[src/sv/hexp_pkg.sv]
// shared types, codes and character helpers for the hex text parser
package hexp_pkg;

  // input word kinds
  typedef enum logic [0:0] {
    OP_CHAR = 1'b0,
    OP_END  = 1'b1
  } op_e;

  // result word kinds
  typedef enum logic [1:0] {
    KIND_DATA      = 2'd0,
    KIND_DONE      = 2'd1,
    KIND_STRAY_END = 2'd2,
    KIND_BAD_TOKEN = 2'd3
  } kind_e;

  localparam int unsigned CharBits   = 8;
  localparam int unsigned OutCntBits = 32;
  localparam int unsigned OutDataW   = 48;  // byte, count, error flag, padded
  localparam int unsigned QueueDepth = 4;
  localparam int unsigned QueuePtrW  = 2;
  localparam int unsigned QueueCntW  = 3;

  localparam logic [CharBits-1:0] ChSlash = 8'h2F;
  localparam logic [CharBits-1:0] ChStar  = 8'h2A;

  // one input word after the handshake
  typedef struct packed {
    op_e                 op;
    logic [CharBits-1:0] char_code;
  } item_t;

  // one result word
  typedef struct packed {
    kind_e                 kind;
    logic [CharBits-1:0]   byte_value;
    logic [OutCntBits-1:0] byte_count;
    logic                  had_error;
    logic                  last_of_run;
  } res_t;

  // space, tab, LF, VT, FF, CR
  function automatic logic is_space(input logic [CharBits-1:0] c);
    return (c == 8'h20) || ((c >= 8'h09) && (c <= 8'h0D));
  endfunction

  function automatic logic is_hex(input logic [CharBits-1:0] c);
    return ((c >= 8'h30) && (c <= 8'h39)) || ((c >= 8'h61) && (c <= 8'h66)) ||
           ((c >= 8'h41) && (c <= 8'h46));
  endfunction

  // nibble value of a hex digit, zero for anything else
  function automatic logic [3:0] hex_nibble(input logic [CharBits-1:0] c);
    logic [3:0] v;
    v = 4'd0;
    if ((c >= 8'h30) && (c <= 8'h39)) begin
      v = c[3:0];
    end else if (((c >= 8'h61) && (c <= 8'h66)) || ((c >= 8'h41) && (c <= 8'h46))) begin
      v = c[3:0] + 4'd9;
    end
    return v;
  endfunction

endpackage

[src/sv/hexp_core.sv]
// token tracking, comment nesting and result generation for one word per cycle
module hexp_core
  import hexp_pkg::*;
#(
  parameter int unsigned DEPTH_BITS = 8,
  parameter int unsigned COUNT_BITS = 32
) (
  input  logic        clk_i,
  input  logic        rst_ni,
  input  logic        valid_i,
  input  item_t       item_i,
  output logic [1:0]  res_cnt_o,
  output res_t        res_o [2]
);

  logic [1:0]            tok_len_q, tok_len_d;
  logic [CharBits-1:0]   first_q, first_d;
  logic [CharBits-1:0]   second_q, second_d;
  logic [DEPTH_BITS-1:0] depth_q, depth_d;
  logic                  err_q, err_d;
  logic [COUNT_BITS-1:0] cnt_q, cnt_d;

  logic                  finish;
  logic                  tok_live;
  logic                  tok_data;
  logic [COUNT_BITS-1:0] cnt_tok;
  logic                  tok_emit;
  res_t                  tok_res;
  logic [OutCntBits-1:0] cnt_out;
  res_t                  done_res;

  // token end and a pending token that still counts
  assign finish   = valid_i && ((item_i.op == OP_END) ||
                                (!err_q && is_space(item_i.char_code)));
  assign tok_live = (tok_len_q != 2'd0) && !err_q;
  assign tok_data = finish && tok_live && (depth_q == '0) && (tok_len_q == 2'd2) &&
                    is_hex(first_q) && is_hex(second_q);

  // byte count including a byte from the closing token
  always_comb begin
    cnt_tok = cnt_q;
    if (tok_data && !(&cnt_q)) begin
      cnt_tok = cnt_q + 1'b1;
    end
  end

  // byte count seen on the result port, held at all ones past 32 bits
  if (COUNT_BITS > OutCntBits) begin : g_cnt_wide
    assign cnt_out = (|cnt_tok[COUNT_BITS-1:OutCntBits]) ? '1 : cnt_tok[OutCntBits-1:0];
  end else if (COUNT_BITS == OutCntBits) begin : g_cnt_same
    assign cnt_out = cnt_tok;
  end else begin : g_cnt_narrow
    assign cnt_out = {{(OutCntBits-COUNT_BITS){1'b0}}, cnt_tok};
  end

  // next state and results
  always_comb begin
    tok_len_d = tok_len_q;
    first_d   = first_q;
    second_d  = second_q;
    depth_d   = depth_q;
    err_d     = err_q;
    cnt_d     = cnt_tok;
    tok_emit  = 1'b0;
    tok_res   = '0;

    // close the pending token
    if (finish) begin
      tok_len_d = 2'd0;
      if (tok_live) begin
        if (tok_len_q == 2'd2 && first_q == ChSlash && second_q == ChStar) begin
          if (!(&depth_q)) begin
            depth_d = depth_q + 1'b1;
          end
        end else if (tok_len_q == 2'd2 && first_q == ChStar && second_q == ChSlash) begin
          if (depth_q == '0) begin
            err_d             = 1'b1;
            tok_emit          = 1'b1;
            tok_res.kind      = KIND_STRAY_END;
            tok_res.had_error = 1'b1;
          end else begin
            depth_d = depth_q - 1'b1;
          end
        end else if (depth_q == '0) begin
          tok_emit = 1'b1;
          if (tok_len_q == 2'd2 && is_hex(first_q) && is_hex(second_q)) begin
            tok_res.kind       = KIND_DATA;
            tok_res.byte_value = {hex_nibble(first_q), hex_nibble(second_q)};
          end else begin
            err_d             = 1'b1;
            tok_res.kind      = KIND_BAD_TOKEN;
            tok_res.had_error = 1'b1;
          end
        end
      end
    end

    // grow the token on any non-space character while no error is set
    if (valid_i && item_i.op == OP_CHAR && !err_q && !is_space(item_i.char_code)) begin
      if (tok_len_q == 2'd0) begin
        first_d = item_i.char_code;
      end else if (tok_len_q == 2'd1) begin
        second_d = item_i.char_code;
      end
      if (tok_len_q != 2'd3) begin
        tok_len_d = tok_len_q + 2'd1;
      end
    end

    tok_res.byte_count = cnt_out;

    done_res            = '0;
    done_res.kind       = KIND_DONE;
    done_res.byte_count = cnt_out;
    done_res.had_error  = err_d;
    done_res.last_of_run = 1'b1;

    // pack the results, the last one flagged
    res_o[0]  = '0;
    res_o[1]  = '0;
    res_cnt_o = 2'd0;
    if (valid_i && item_i.op == OP_END) begin
      if (tok_emit) begin
        res_o[0]  = tok_res;
        res_o[1]  = done_res;
        res_cnt_o = 2'd2;
      end else begin
        res_o[0]  = done_res;
        res_cnt_o = 2'd1;
      end
      // end of stream clears everything
      tok_len_d = 2'd0;
      first_d   = '0;
      second_d  = '0;
      depth_d   = '0;
      err_d     = 1'b0;
      cnt_d     = '0;
    end else if (tok_emit) begin
      res_o[0]             = tok_res;
      res_o[0].last_of_run = 1'b1;
      res_cnt_o            = 2'd1;
    end
  end

  // parser state
  always_ff @(posedge clk_i or negedge rst_ni) begin
    if (!rst_ni) begin
      tok_len_q <= 2'd0;
      first_q   <= '0;
      second_q  <= '0;
      depth_q   <= '0;
      err_q     <= 1'b0;
      cnt_q     <= '0;
    end else begin
      tok_len_q <= tok_len_d;
      first_q   <= first_d;
      second_q  <= second_d;
      depth_q   <= depth_d;
      err_q     <= err_d;
      cnt_q     <= cnt_d;
    end
  end

endmodule

[src/sv/hexp_outq.sv]
// small result queue taking up to two words per cycle and giving one
module hexp_outq
  import hexp_pkg::*;
(
  input  logic       clk_i,
  input  logic       rst_ni,
  input  logic [1:0] push_cnt_i,
  input  res_t       push_i [2],
  input  logic       pop_i,
  output logic       room2_o,
  output logic       valid_o,
  output res_t       head_o
);

  res_t                 mem_q [QueueDepth];
  logic [QueuePtrW-1:0] wr_ptr_q, wr_ptr_d;
  logic [QueuePtrW-1:0] rd_ptr_q, rd_ptr_d;
  logic [QueueCntW-1:0] cnt_q, cnt_d;
  logic [QueuePtrW-1:0] wr_ptr_nx;
  logic                 do_pop;

  assign wr_ptr_nx = wr_ptr_q + 1'b1;
  assign do_pop    = pop_i && (cnt_q != '0);
  assign valid_o   = (cnt_q != '0);
  assign head_o    = mem_q[rd_ptr_q];
  assign room2_o   = (cnt_q <= QueueCntW'(QueueDepth - 2));

  // pointer and fill count
  always_comb begin
    wr_ptr_d = wr_ptr_q + QueuePtrW'(push_cnt_i);
    rd_ptr_d = rd_ptr_q + QueuePtrW'(do_pop);
    cnt_d    = cnt_q + QueueCntW'(push_cnt_i) - QueueCntW'(do_pop);
  end

  always_ff @(posedge clk_i or negedge rst_ni) begin
    if (!rst_ni) begin
      wr_ptr_q <= '0;
      rd_ptr_q <= '0;
      cnt_q    <= '0;
    end else begin
      wr_ptr_q <= wr_ptr_d;
      rd_ptr_q <= rd_ptr_d;
      cnt_q    <= cnt_d;
    end
  end

  // entry storage
  always_ff @(posedge clk_i) begin
    if (push_cnt_i != 2'd0) begin
      mem_q[wr_ptr_q] <= push_i[0];
    end
    if (push_cnt_i == 2'd2) begin
      mem_q[wr_ptr_nx] <= push_i[1];
    end
  end

endmodule

[src/sv/hex_text_to_bytes_parser.sv]
// hex text to byte stream parser, top level
//
// channel  dir  tdata                                        tuser      tlast
// s_axis   in   [7:0] char_code                              [0] op     -
// m_axis   out  [7:0] byte_value, [39:8] byte_count,         [1:0] kind last_of_run
//               [40] had_error, [47:41] zero
//
// one input word per cycle while s_axis_tready is high; each word is held in the input
// register and is parsed into the result queue when the queue has two free entries
// an end word whose pending token yields a result gives two results
// s_axis_tready drops while a word waits in the input register and the result
// queue has fewer than two free entries
// reset clears all parser state and the queue; no clearing pass is needed
module hex_text_to_bytes_parser
  import hexp_pkg::*;
#(
  parameter int unsigned DEPTH_BITS = 8,
  parameter int unsigned COUNT_BITS = 32
) (
  input  logic                clk_i,
  input  logic                rst_ni,
  input  logic                s_axis_tvalid,
  output logic                s_axis_tready,
  input  logic [7:0]          s_axis_tdata,   // [7:0] char_code
  input  logic [0:0]          s_axis_tuser,   // [0] op
  output logic                m_axis_tvalid,
  input  logic                m_axis_tready,
  output logic [OutDataW-1:0] m_axis_tdata,   // [7:0] byte_value, [39:8] byte_count,
                                              // [40] had_error
  output logic [1:0]          m_axis_tuser,   // [1:0] kind
  output logic                m_axis_tlast    // last_of_run
);

  logic       in_vld_q;
  item_t      in_item_q;
  logic       advance;
  logic       room2;
  logic [1:0] res_cnt;
  res_t       res [2];
  logic       q_valid;
  res_t       q_head;

  assign advance       = in_vld_q && room2;
  assign s_axis_tready = !in_vld_q || advance;

  // input register
  always_ff @(posedge clk_i or negedge rst_ni) begin
    if (!rst_ni) begin
      in_vld_q <= 1'b0;
    end else if (s_axis_tready) begin
      in_vld_q <= s_axis_tvalid;
    end
  end

  always_ff @(posedge clk_i) begin
    if (s_axis_tready && s_axis_tvalid) begin
      in_item_q <= item_t'{op: op_e'(s_axis_tuser[0]), char_code: s_axis_tdata};
    end
  end

  hexp_core #(
    .DEPTH_BITS(DEPTH_BITS),
    .COUNT_BITS(COUNT_BITS)
  ) u_core (
    .clk_i    (clk_i),
    .rst_ni   (rst_ni),
    .valid_i  (advance),
    .item_i   (in_item_q),
    .res_cnt_o(res_cnt),
    .res_o    (res)
  );

  hexp_outq u_outq (
    .clk_i     (clk_i),
    .rst_ni    (rst_ni),
    .push_cnt_i(res_cnt),
    .push_i    (res),
    .pop_i     (m_axis_tready),
    .room2_o   (room2),
    .valid_o   (q_valid),
    .head_o    (q_head)
  );

  // result word from the queue head
  assign m_axis_tvalid = q_valid;
  assign m_axis_tuser  = q_head.kind;
  assign m_axis_tlast  = q_head.last_of_run;
  assign m_axis_tdata  = {{(OutDataW - CharBits - OutCntBits - 1){1'b0}},
                          q_head.had_error, q_head.byte_count, q_head.byte_value};

endmodule

[config.mk]
export PLATFORM = sky130hd
export DESIGN_NAME = hex_text_to_bytes_parser
export DESIGN_NICKNAME = d
export VERILOG_FILES = /design/src/sv/hexp_pkg.sv /design/src/sv/hexp_core.sv /design/src/sv/hexp_outq.sv /design/src/sv/hex_text_to_bytes_parser.sv
export SDC_FILE = /design/constraint.sdc
export NUM_CORES = 1
export LEC_CHECK = 0
export ABC_AREA = 1
export BUFFER_PORTS_ARGS = -buffer_cell sky130_fd_sc_hd__buf_4
export CAP_MARGIN = 20
export CORE_AREA = 2 2 157 159
export DETAILED_ROUTE_END_ITERATION = 8
export DIE_AREA = 0 0 159 161
export MAX_ROUTING_LAYER = met4
export PLACE_DENSITY = 0.84
export SYNTH_ARGS = -nofsm -noshare
export SYNTH_HDL_FRONTEND = slang
export SYNTH_SLANG_ARGS = --single-unit
[constraint.sdc]
create_clock -name clk_i -period 6.3 [get_ports clk_i]
set_clock_uncertainty 0.05 [all_clocks]
set_input_delay 0.315 -clock clk_i [delete_from_list [all_inputs] [get_ports clk_i]]
set_output_delay 0.315 -clock clk_i [all_outputs]
set_load 0.05 [all_outputs]
Word-level counts from Yosys, hierarchy flattened
Memories as Yosys holds them, arrays and structs flattened.
Index checks and enable logic that the tools add are counted.
{ "totals": {"register_bits": 76, "ramBits": 176, "output_inout_bits": 53, "elab_cells": 173, "mem_count": 1} }
{ "memory_table": {"columns": ["name", "depth", "width", "read_ports", "rd_clocked_by_memory_dff", "write_ports", "line_no", "rtl"], "rows": [
  ["u_outq.mem_q", 4, 44, 1, 0, 2, "hexp_outq.sv:15", "res_t mem_q [QueueDepth];"]
]} }
{ "classes": {"n_addsub": 11, "magnitude_cmp": 15, "eq_ne": 12, "mux": 63, "bitwise": 1, "n_reduce_logical": 58} }
{ "op_table": {"columns": ["cell", "count"], "rows": [
  ["2-to-1 mux 44 bit", 3],
  ["2-to-1 mux 8 bit", 16],
  ["2-to-1 mux 43 bit", 2],
  ["2-to-1 mux 32 bit", 2],
  ["== test 8 x 6 -> 1 bit (second input constant)", 5],
  ["2-to-1 mux 10 bit", 4],
  ["adder 32 x 1 -> 32 bit (second input constant)", 1],
  ["greater-or-equal comparator 8 x 7 -> 1 bit (second input constant)", 4],
  ["less-or-equal comparator 8 x 7 -> 1 bit (second input constant)", 4],
  ["AND reduction 32 bit", 1],
  ["logical AND 1 bit", 29],
  ["2-to-1 mux 1 bit", 23],
  ["2-to-1 mux 2 bit", 9],
  ["greater-or-equal comparator 8 x 6 -> 1 bit (second input constant)", 2],
  ["less-or-equal comparator 8 x 6 -> 1 bit (second input constant)", 2],
  ["2-to-1 mux 4 bit", 4],
  ["nonzero test 2 bit", 7],
  ["logical OR 1 bit", 9],
  ["adder 4 bit (second input constant)", 2],
  ["adder 8 x 1 -> 8 bit (second input constant)", 1],
  ["greater-or-equal comparator 8 x 4 -> 1 bit (second input constant)", 1],
  ["less-or-equal comparator 8 x 4 -> 1 bit (second input constant)", 1],
  ["zero test 8 bit", 1],
  ["AND reduction 8 bit", 1],
  ["other kinds (18)", 26]
]} }

Logic depth before layout (Yosys ltp)
Gate-level depths: netlist of run 1.
{ "logic_depth": {"ltp_word": 15, "ltp_mapped": 18, "ltp_nobuf": 17} }

By module
Synthesis of run 1 repeated with hierarchy kept, for this count alone.
{ "hier_totals": {"hier_cells": 1753, "hier_area_um2": 14417.6} }
{ "modules_own_cells": {"columns": ["module", "instances", "cells_per_inst", "area_each_um2"], "rows": [
  ["hexp_outq", 1, 964, 8916.1],
  ["hexp_core", 1, 764, 5122.4],
  ["hex_text_to_bytes_parser", 1, 25, 379.1]
]} }

Worst setup path before layout of run 1
No wires, ideal clock.
{ "synth_timing": {"path_kind": "flip-flop to flip-flop", "start": "register u_core.tok_len_q[0]", "end": "memory u_outq.mem_q[0][0] (netlist name) (enable)", "setup_ns": 0.393, "t_arrival_ns": 3.313, "t_required_ns": 5.857, "setup_slack_ns": 2.545, "stages_incl_launch_ff": 16, "path_buffers": 1, "path_cell_list": "dfrtp_1 -> inv_1 -> ha_1 -> nand3_1 -> nor3_1 -> nand2_1 -> nand2_1 -> nor3_2 -> nand2_2 -> clkinv_1 -> ha_1 -> inv_1 -> nor3_1 -> inv_1 -> clkbuf_1 -> nand2_1"} }
{ "synth_rtl": {"columns": ["item", "line_no", "rtl"], "rows": [
  ["start, declared", "hexp_core.sv:16", "logic [1:0] tok_len_q, tok_len_d;"],
  ["start signal, assigned", "hexp_core.sv:155", "tok_len_q <= tok_len_d;"],
  ["end, declared", "hexp_outq.sv:15", null]
]} }

==> results of run 1 <==
layer usage:
layer,up-vias,track usage (%)
met5,-,-
met4,0,9.30
met3,93,5.08
met2,733,48.3
met1,5917,39.6
li1,5872,-
logic make-up (layout without fill, tap and decap cells):
| logic type | count (synthesis) | after routing |
|---|---|---|
| flip-flops | 252 | 252 |
| AND/OR/NAND/NOR | 866 | 866 |
| adder cells (fa/ha/maj) | 28 | 28 |
| other | 1 | 7 |
| XOR/XNOR | 23 | 23 |
| buffers and inverters | 227 | 261 |
| AO/OA/AOI/OAI | 290 | 290 |
power groups by stage:
stage	Clock, mW	Sequential, mW	Combinational (mW)
detailed placement	0	2.18	2.87
global placement	0	2.16	2.82
floorplan	0	2.14	2.08
global route	1.65	2.17	3.11
finish	1.56	2.15	2.91
CTS	1.58	2.14	2.89
layout by cell type, fill, tap and decap left out, drive strengths merged, types with 11 or more instances in the layout:
cell,instances
inv,121
clkbuf,39
ha,26
nor3,24
o21ai,197
edfxtp,149
dfrtp,67
a21oi,38
nor2,174
dlygate4sd3,11
buf,79
nand4,51
nand2,315
o22ai,48
nand3,287
dfxtp,36
xor2,19
worst min-delay path, stage by stage:
cell,delay (ns)
buf_4,0.12
a21boi_0,0.17
ha_1,0.28
path summary, 6_finish.rpt:
check	endpoint	slack (ns)	start
max	u_outq.mem_q[1][19]	1.52	u_core.tok_len_q[0]
min	u_outq.rd_ptr_q[0]	0.33	m_axis_tready
max reg2reg	u_outq.mem_q[1][19]	1.52	u_core.tok_len_q[0]
min reg2reg	u_outq.mem_q[2][37]	0.44	u_outq.mem_q[2][37]
max in group asynchronous	u_outq.rd_ptr_q[0]	5.20	rst_ni
min in group asynchronous	u_core.first_q[5]	0.38	rst_ni
sequential cells by signal, summed over array words and instances (netlist names):
| signal | flops |
|---|---|
| u_outq.wr_ptr_q | 2 |
| u_outq.rd_ptr_q | 2 |
| u_core.depth_q | 8 |
| u_outq.mem_q | 176 |
| u_core.cnt_q | 32 |
| u_core.err_q | 1 |
| in_vld_q | 1 |
| u_outq.cnt_q | 3 |
| u_core.tok_len_q | 2 |
| u_core.first_q | 8 |
| u_core.second_q | 8 |
| in_item_q | 9 |
layout make-up:
cell class	count	share of cell area (%)
flip-flops and latches	252	43.8
multi-input cells	1214	40.7
clock buffers	39	4.99
repair buffers	90	4.48
inverters	122	2.92
well taps	324	2.58
clock inverters	10	0.558
through the flow:
stage / power [mW] / area (um^2)
CTS: 6.61 / 15700
global route: 6.93 / 15700
detailed placement: 5.05 / 14700
finish: 6.63 / 15700
global placement: 4.97 / 14700
floorplan: 4.22 / 14200
cells in the mapped netlist, types with 4 or more instances:
cell type  instances
nand2_2           33
dfxtp_1           36
xnor2_1            4
buf_2             20
nor3_2             8
buf_1              5
edfxtp_1         149
inv_1            104
nand3_1          276
nand3b_1          10
nand2_1          278
dfrtp_1           67
nor2_1           158
nor2_4             4
o22ai_1           48
xor2_1            18
buf_4             10
o21ai_0          168
nand3_2            8
o21ai_2           11
inv_2             15
nor2_2            10
a21oi_1           37
nand2_4            4
nor3_1            16
ha_1              26
nand4_1           49
clkbuf_1          68
o21ai_1           18
==> summary.txt, run 1 <==
Synth cell types: 48
Layout area overhead: 11.0%
Synth Register Bits: 252
Netlist Area Pre-Place: 14200 um^2
Clock share of power: 23.6%
Antenna violations before repair: 0
Final RePlAce weighted congestion: 0.932
Vias in the first global route: 11900
Xor and xnor area share after synthesis: 1.48%
Syn_area_per_cell: 8.39 um^2
Area of the multi-input gates: 6400 um^2
IO Pins: 66
Sequential power share: 32.4%
Avg WL per Cell: 18.4 um
Clock H-tree levels: 1
Switch Pwr: 2.99 mW
First-pass GRT wire length: 60900 um
Combinational Power Share: 44.0%
Number of port buffers: 58
Root cell of the clock tree: clkbuf_16
CP max-delay cell: nand2_1
Diode count: 0
Compound-gate portion of the synthesized area: 11.4%
Via/cell ratio: 6.15
Crit share post-route: 75.8%
Async set or reset register ratio after synthesis: 26.6%
Final setup vio count: 0
Met2 Wirelength: 17900 um
Status: completed
FP Rows: 57
Starting density of the core: 59.1%
Synth Area in Adders: 2.58%
All-Layer GR Usage: 30.1%
Post-CTS Setup Bufs: 0
Die Ht: 161 um
PostCTS Resize Cnt: 0
Final Critical Period: 4.78 ns
Sum of negative setup slack: 0 ns
Critical-path cell list: inv_1, ha_1, nand3_1, nor3_1, nand2_1, nand2_1, nor3_2, nand2_2, ha_1, nor3_2, buf_4, inv_1, nand2_1, buf_4
Worst reg2reg path depth: 14
Clock sinks: 252
RSZ-0062 raised after global routing: false
EDFF count, synth: 149
Final Core Density: 65.5%
CP max FO: 29
# DRC: 0
Leakage: 6.53 nW
Max stage delay on crit path: 0.70 ns
Antenna viol nets, final: 0
Vias: 12600
Pin slew with the least headroom to its limit: 0.911 ns
Hold-critical path depth: 3
Peak VDD IR: 0.304 mV
Power Dens Cells: 422 nW/um^2
Max Cap Violations: 0
Hold Path Class: in -> reg
NumNets Final: 1748
Hpwl dp: 24500 um
Top cell type by total area after synthesis: edfxtp_1
Cell Count, Final, Fillers Out: 2051
Share of cells above drive strength 1: 13.8%
Critical Path Stages: 14
Fillers: 1957
Synth area leaders: edfxtp_1 32%, dfrtp_1 12%, nand3_1 9.8%, nand2_1 7.4%, o21ai_0 5.9%
Max_slew headroom: 39.3%
Largest net degree at the start of global routing: 91
Iteration-0 DRC Markers: 1703
CP delay by family, top: simple AND/OR/NAND/NOR gates
Kind of start point of the critical path: flip-flop
Worst slack at placement: 1.68 ns
Ys flop type: edfxtp_1
CP endpoint kind: flip-flop
Register Area: 6870 um^2
CTS Hold Buffers Added: 11
Routed met3 length: 4070 um
Worst Path Required: 6.46 ns
Yosys Warn Count: 0
Top Layer Used: met4
Pre-antenna DRT Iters: 6
Die Area: 25600 um^2
Chip width: 159 um
Sequential area share after synthesis: 48.6%
Post-synthesis mux area share: 0%
Sw Ratio: 45.1%
Worst hold margin: 0.335 ns
Total grt overflow: 0
Buf/Inv on CP: 4
Critical path type: reg -> reg
CTS tree: done
M1 WL: 14900 um
Core area: 24000 um^2
Achievable frequency: 209 MHz
Post-synthesis simple-gate area fraction: 29.3%
CTS buffer count: 27
Min setup slack post-route: 1.52 ns
WP data arrival: 4.93 ns
Internal cell power: 3.64 mW
Final Hold Viols: 0
Clock Tree Buf Depth: 3
Skew-Pair Late Insertion Delay: 0.54 ns
Clock Pin Slew Worst Setup and Hold Paths: 0.06 ns
Most frequent CP cell: nand2_1
Largest family of logic cells by synthesized area: simple AND/OR/NAND/NOR gates
Max-slew violation count: 0
Post-Syn Instances: 1687
Yosys top cell area share: 31.6%
Placed insts: 1991
DRT Wirelength: 37800 um
Note: power is estimated with default switching activity, not from simulation.
==> run 2: changes to the inputs <==
--- a/config.mk
+++ b/config.mk
@@ -5,14 +5,14 @@
 export SDC_FILE = /design/constraint.sdc
 export NUM_CORES = 1
 export LEC_CHECK = 0
-export ABC_AREA = 1
+export ABC_AREA = 0
 export BUFFER_PORTS_ARGS = -buffer_cell sky130_fd_sc_hd__buf_4
 export CAP_MARGIN = 20
-export CORE_AREA = 2 2 157 159
+export CORE_AREA = 2 2 150 152
 export DETAILED_ROUTE_END_ITERATION = 8
-export DIE_AREA = 0 0 159 161
+export DIE_AREA = 0 0 152 154
 export MAX_ROUTING_LAYER = met4
-export PLACE_DENSITY = 0.84
+export PLACE_DENSITY = 0.82
 export SYNTH_ARGS = -nofsm -noshare
 export SYNTH_HDL_FRONTEND = slang
 export SYNTH_SLANG_ARGS = --single-unit
==> constraint.sdc (replaced) <==
create_clock -name clk_i -period 4.11 [get_ports clk_i]
set_clock_uncertainty 0.05 [all_clocks]
set_input_delay 0.2055 -clock clk_i [delete_from_list [all_inputs] [get_ports clk_i]]
set_output_delay 0.2055 -clock clk_i [all_outputs]
set_load 0.05 [all_outputs]
==> run 2 against run 1 <==
  * Sequential power is 61% higher
  * First-iteration DRC count is 63% lower
  * Sequential cell count stayed put
  * Non-clock buffer count is 5 higher
  * Worst setup slack worse by 1.1 ns
  * Cell count is 34% lower
  * Clock-buffer cell count is 1 higher
  * Synthesized cell count is 42% lower
  * Critical path type unchanged
  * Highest routed layer unchanged
==> summary.txt, run 2 <==
Status: completed
Max reg flops: 176
Power Dens Cells: 649 nW/um^2
Netlist Area Pre-Place: 11900 um^2
DRT Wirelength: 27000 um
WP data arrival: 4.05 ns
Top-count cell post-synth: edfxtp_1
CTS Hold Buffers Added: 11
Tot Pwr: 8.86 mW
Async set or reset register ratio after synthesis: 26.6%
Top cells by count, synth: 149 x edfxtp_1, 135 x nor2_1, 82 x a21oi_1
Pre-antenna DRT Iters: 5
# DRC: 0
All-Layer GR Usage: 23.8%
Via/cell ratio: 6.04
Worst Path Required: 4.51 ns
Syn_area_per_cell: 12.0 um^2
Largest net degree at the start of global routing: 68
Clock sinks: 252
Max_slew headroom: 37.2%
Diode count: 0
Hpwl dp: 16900 um
Total grt overflow: 0
Area of the multi-input gates: 4650 um^2
Chip width: 152 um
Commonest cells after routing, fill and taps aside: 149 x edfxtp_1, 135 x nor2_1, 82 x buf_4, 80 x a21oi_1, 67 x nand2_1
Synth area leaders: edfxtp_1 38%, dfrtp_1 14%, mux4_2 8.4%, dfxtp_1 6.1%, nor2_1 4.3%
Sequential area share after synthesis: 58.0%
Post-Syn Instances: 986
Clock Tree Buf Depth: 3
Vias: 8229
Avg WL per Cell: 19.8 um
EDFF count, synth: 149
Antenna viol nets, final: 0
Yosys top cell area share: 37.7%
Root cell of the clock tree: clkbuf_16
Hold Path Class: in -> reg
Top cell type by total area after synthesis: edfxtp_1
Yosys Warn Count: 0
Largest regs: u_outq.mem_q: 176 flops, u_core.cnt_q: 32 flops, in_item_q: 9 flops
Synth cell types: 65
Kind of start point of the critical path: flip-flop
Post-CTS Setup Bufs: 0
Antenna violations before repair: 0
Top reg by flops: u_outq.mem_q
Pin slew with the least headroom to its limit: 0.941 ns
Critical path type: reg -> reg
Worst hold margin: 0.0741 ns
Share of cells above drive strength 1: 18.8%
First-pass GRT wire length: 43600 um
Fillers: 1591
PostCTS Resize Cnt: 0
Skew-Pair Late Insertion Delay: 0.53 ns
Commonest non-fill, non-tap cell in the layout: edfxtp_1
Final Critical Period: 3.65 ns
Max-slew violation count: 0
Clock H-tree levels: 1
Crit share post-route: 88.8%
Synth Register Bits: 252
FP Rows: 54
CTS tree: done
Layout area overhead: 15.1%
Starting density of the core: 54.7%
Ys flop type: edfxtp_1
Peak VDD IR: 0.381 mV
Achievable frequency: 274 MHz
Final setup vio count: 0
CP endpoint kind: flip-flop
Sum of negative setup slack: 0 ns
Clock Pin Slew Worst Setup and Hold Paths: 0.06 ns
Vias in the first global route: 8264
Leakage: 4.94 nW
IO Pins: 66
Register Area: 6870 um^2
NumNets Final: 1103
Die Area: 23400 um^2
Final RePlAce weighted congestion: 0.889
Max Cap Violations: 0
RSZ-0062 raised after global routing: false
Iteration-0 DRC Markers: 629
CTS buffer count: 26
Number of port buffers: 58
Core area: 21700 um^2
Die Ht: 154 um
CP max FO: 8
Final Hold Viols: 0
[run 2: changes by cell type after synthesis, sizes merged, moves of 46 or more]
cell / previous run / this run
inv: 119 / 36
a21oi: 38 / 84
o22ai: 48 / 0
o21ai: 197 / 57
nand2: 315 / 67
nand3: 287 / 28
[run 2: worst paths after layout]
check	from	endpoint	slack (ns)	depth (start not counted)
setup / recovery	u_core.tok_len_q[0]	u_core.depth_q[6]	0.46	14
hold / removal	m_axis_tready	u_outq.rd_ptr_q[0]	0.07	3
setup reg to reg	u_core.tok_len_q[0]	u_core.depth_q[6]	0.46	14
hold reg to reg	u_outq.mem_q[0][43]	u_outq.mem_q[0][43]	0.40	2
max in group asynchronous	rst_ni	u_outq.rd_ptr_q[0]	3.06	2
min in group asynchronous	rst_ni	u_core.cnt_q[29]	0.30	2
[run 2: power breakdown]
part           switching (mW)  leakage, nW  internal, mW
Combinational            1.94         1.97          1.07
Clock                   0.937        0.422          1.45
Sequential              0.373         2.55          3.09
[run 2: routing by layer]
metal / wire, um / global-route usage, % / part of all wire (%)
met1: 10900 / 29.9 / 40
met2: 13700 / 40.5 / 51
met4: 629 / 7.83 / 2.3
met5: 0 / - / 0
met3: 1750 / 2.90 / 6.5
[run 2: layout make-up]
cell class / instances / area share (%)
Inverter: 36 / 0.990
Multi-Input combinational cell: 651 / 34.1
Clock inverter: 8 / 0.880
Clock buffer: 40 / 5.53
Tap cell: 280 / 2.57
Timing Repair Buffer: 95 / 5.61
Sequential cell: 252 / 50.4
[run 2: cells by family (layout without fill, tap and decap cells)]
logic type / after synthesis / in the layout / share of synthesized area (%)
AOI/OAI and AO/OA: 189 / 189 / 9.27
xor gates and xnor gates: 33 / 33 / 2.50
adders and majority gates: 28 / 28 / 3.08
buffers and inverters: 89 / 179 / 3.18
DFF: 252 / 252 / 58.0
muxes: 52 / 52 / 9.03
other: 1 / 7 / 0.0316
and+or+nand+nor: 342 / 342 / 15.0
[run 2: stage by stage]
| stage | setup WS (ns) | instance area [um^2] | util [%] | instances |
|---|---|---|---|---|
| global route | 0.135 | 13700 | 62.9 | 1362 |
| finish | 0.462 | 13700 | 62.9 | 1362 |
| detailed placement | 0.542 | 12700 | 58.4 | 1303 |
| global placement | 0.675 | 12700 | 58.4 | 1303 |
| CTS | 0.499 | 13700 | 62.9 | 1362 |
| floorplan | 0.161 | 11900 | - | 992 |
[run 2: critical path, stage by stage, from the launching register on]
cell and delay (ns):
dfrtp_1 0.42, inv_1 0.10, ha_1 0.26, nor4bb_1 0.28, and4_1 0.28, nand2_1 0.24, inv_1 0.29, fa_1 0.27
nor2b_1 0.06, o21ai_0 0.20, a21boi_0 0.17, o21a_1 0.21, o21ai_0 0.14, or3b_2 0.45, a21oi_1 0.15
==> run 3: changes to the inputs <==
--- a/config.mk
+++ b/config.mk
@@ -5,14 +5,14 @@
 export SDC_FILE = /design/constraint.sdc
 export NUM_CORES = 1
 export LEC_CHECK = 0
-export ABC_AREA = 0
+export ABC_AREA = 1
 export BUFFER_PORTS_ARGS = -buffer_cell sky130_fd_sc_hd__buf_4
 export CAP_MARGIN = 20
-export CORE_AREA = 2 2 150 152
+export CORE_AREA = 2 2 162 164
 export DETAILED_ROUTE_END_ITERATION = 8
-export DIE_AREA = 0 0 152 154
+export DIE_AREA = 0 0 164 166
 export MAX_ROUTING_LAYER = met4
-export PLACE_DENSITY = 0.82
+export PLACE_DENSITY = 0.83
 export SYNTH_ARGS = -nofsm -noshare
 export SYNTH_HDL_FRONTEND = slang
 export SYNTH_SLANG_ARGS = --single-unit
==> constraint.sdc (replaced) <==
create_clock -name clk_i -period 3 [get_ports clk_i]
set_clock_uncertainty 0.05 [all_clocks]
set_input_delay 0.15 -clock clk_i [delete_from_list [all_inputs] [get_ports clk_i]]
set_output_delay 0.15 -clock clk_i [all_outputs]
set_load 0.05 [all_outputs]
==> run 3 against run 2 <==
  * Worst setup slack lost 0.30 ns
  * Clock-buffer cell count grew 4
  * First-iteration DRC count increased to 2.6 times the previous value
  * Sequential power up 31%
  * Sequential share of layout area decreased by 8.1 points
  * Largest cell class unchanged
  * Highest routed layer unchanged
==> summary.txt, run 3 (synthesis results as in run 1) <==
Sum of negative setup slack: 0 ns
Final Critical Period: 2.83 ns
Power Dens Cells: 887 nW/um^2
Vias in the first global route: 12100
Final Cell Area: 16300 um^2
Clock sinks: 252
Cell Count, Final, Fillers Out: 2098
Clock H-tree levels: 1
Tot Pwr: 14.4 mW
CTS buffer count: 27
Internal cell power: 8.05 mW
# DRC: 0
Number of port buffers: 58
Root cell of the clock tree: clkbuf_16
Clock Tree Buf Depth: 3
Combinational Power Share: 44.8%
Sequential power share: 31.5%
Final setup vio count: 0
Vias: 12700
Max reg flops: 176
Critical path type: reg -> reg
Iteration-0 DRC Markers: 1620
Starting density of the core: 55.3%
Pin slew with the least headroom to its limit: 0.907 ns
DRT Wirelength: 38800 um
Hpwl dp: 24800 um
Worst hold margin: 0.135 ns
Clock share of power: 23.7%
All-Layer GR Usage: 29.3%
Status: completed
HP Start: m_axis_tready
Layout area overhead: 14.8%
Total grt overflow: 0
Worst R2R Start: u_outq.cnt_q[1]
Avg WL per Cell: 18.5 um
Skew-Pair Late Insertion Delay: 0.54 ns
Hold-critical path depth: 3
Top reg by flops: u_outq.mem_q
Chip width: 164 um
Die Ht: 166 um
Worst R2R End: u_outq.mem_q[0][25]
Crit share post-route: 94.5%
Max_slew headroom: 39.5%
Clock Pin Slew Worst Setup and Hold Paths: 0.06 ns
Antenna violations before repair: 0
IO Pins: 66
Pre-antenna DRT Iters: 8
NumNets Final: 1784
Leakage: 6.75 nW
Largest net degree at the start of global routing: 90
Share of cells above drive strength 1: 16.3%
Placed insts: 2033
WP data arrival: 3.19 ns
Achievable frequency: 353 MHz
Area after DPL: 15100 um^2
Switch Pwr: 6.36 mW
First-pass GRT wire length: 62100 um
Largest regs: u_outq.mem_q: 176 flops, u_core.cnt_q: 32 flops, in_item_q: 9 flops
Peak VDD IR: 0.821 mV
Hold Path Class: in -> reg
Worst reg2reg path depth: 12
Max Cap Violations: 0
Kind of start point of the critical path: flip-flop
Final Hold Viols: 0
Final RePlAce weighted congestion: 0.963
CP endpoint kind: flip-flop
Sw Ratio: 44.1%
Antenna viol nets, final: 0
Worst Path Required: 3.36 ns
CP max FO: 44
Diode count: 0
Core area: 25600 um^2
Worst R2R Setup Slack: 0.17 ns
Die Area: 27200 um^2
WHS Endpoint: u_outq.rd_ptr_q[0]
Fillers: 2091
Commonest cells after routing, fill and taps aside: 276 x nand3_1, 272 x nand2_1, 167 x o21ai_0, 152 x nor2_1, 149 x edfxtp_1
CTS tree: done
Commonest non-fill, non-tap cell in the layout: nand3_1
FP Rows: 59
Max-slew violation count: 0
Via/cell ratio: 6.06
[run 3: cell count changes in the layout (fill, tap and decap cells not counted), sizes merged, moves of 46 or more]
cell,before,now
nand3,28,287
nand2,67,315
o21ai,57,197
inv,36,120
o22ai,0,48
a21oi,84,38
[run 3: per-layer routing]
| layer | GRT usage (%) | vias up | part of all wire (%) |
|---|---|---|---|
| met5 | - | - | 0 |
| met4 | 9.42 | 0 | 2.5 |
| met3 | 4.45 | 87 | 9.8 |
| met2 | 46.7 | 701 | 48 |
| met1 | 38.6 | 5979 | 40 |
| li1 | - | 5943 | - |
[run 3: power by group through the flow]
stage / combinational [mW] / clock, mW / sequential, mW
6_report: 6.45 / 3.42 / 4.54
2_1_floorplan: 4.38 / 0 / 4.49
5_1_grt: 6.88 / 3.60 / 4.58
4_1_cts: 6.31 / 3.44 / 4.53
3_5_place_dp: 6.27 / 0 / 4.60
3_3_place_gp: 6.18 / 0 / 4.57
[run 3: through the flow]
step,util [%],setup WS [ns]
6_report,63.4,0.165
5_1_grt,63.4,-0.0360
4_1_cts,63.0,0.0482
3_5_place_dp,59.0,-0.0257
3_3_place_gp,59.0,0.0688
2_1_floorplan,-,0.0249
[run 3: worst max-delay path by stage]
stage / from / endpoint / slack (ns) / cells past startpoint
2_1_floorplan: u_core.tok_len_q[0] / u_outq.cnt_q[2] / 0.02 / 15
5_1_grt: in_item_q[6] / u_outq.mem_q[3][29] / -0.04 / 15
6_report: u_outq.cnt_q[1] / u_outq.mem_q[0][25] / 0.17 / 12
3_3_place_gp: in_item_q[6] / u_outq.cnt_q[2] / 0.07 / 17
4_1_cts: in_item_q[6] / u_outq.cnt_q[2] / 0.05 / 17
3_5_place_dp: in_item_q[6] / u_outq.cnt_q[2] / -0.03 / 17
[run 3: area by class of cell]
class / instances / area (um^2) / area share [%]
Multi-Input combinational cell: 1214 / 6500 / 40.0
Clock inverter: 5 / 100 / 0.616
Clock buffer: 44 / 801 / 4.93
Tap cell: 335 / 419 / 2.58
Timing Repair Buffer: 126 / 1100 / 6.76
Sequential cell: 252 / 6870 / 42.3
Inverter: 122 / 459 / 2.83
[run 3: timing repair]
item                                    4_1_cts  5_1_grt
setup buffers                                 0        4
cloned                                        0        1
hold buffers                                 11        0
endpoints found under the setup margin        1      167
pin swaps                                     0        9
endpoints found under the hold margin        77        0
gates resized for setup                       2       14
[run 3: critical path, cell delays in order (launching register included)]
cell and delay, ns:
dfrtp_1 0.41, a21oi_2 0.19, nand2_1 0.10, inv_1 0.09
nand2_2 0.06, buf_4 0.20, inv_1 0.12, buf_4 0.40
nor2_1 0.16, inv_2 0.19, buf_4 0.45, nand3_1 0.16
nand2_1 0.11
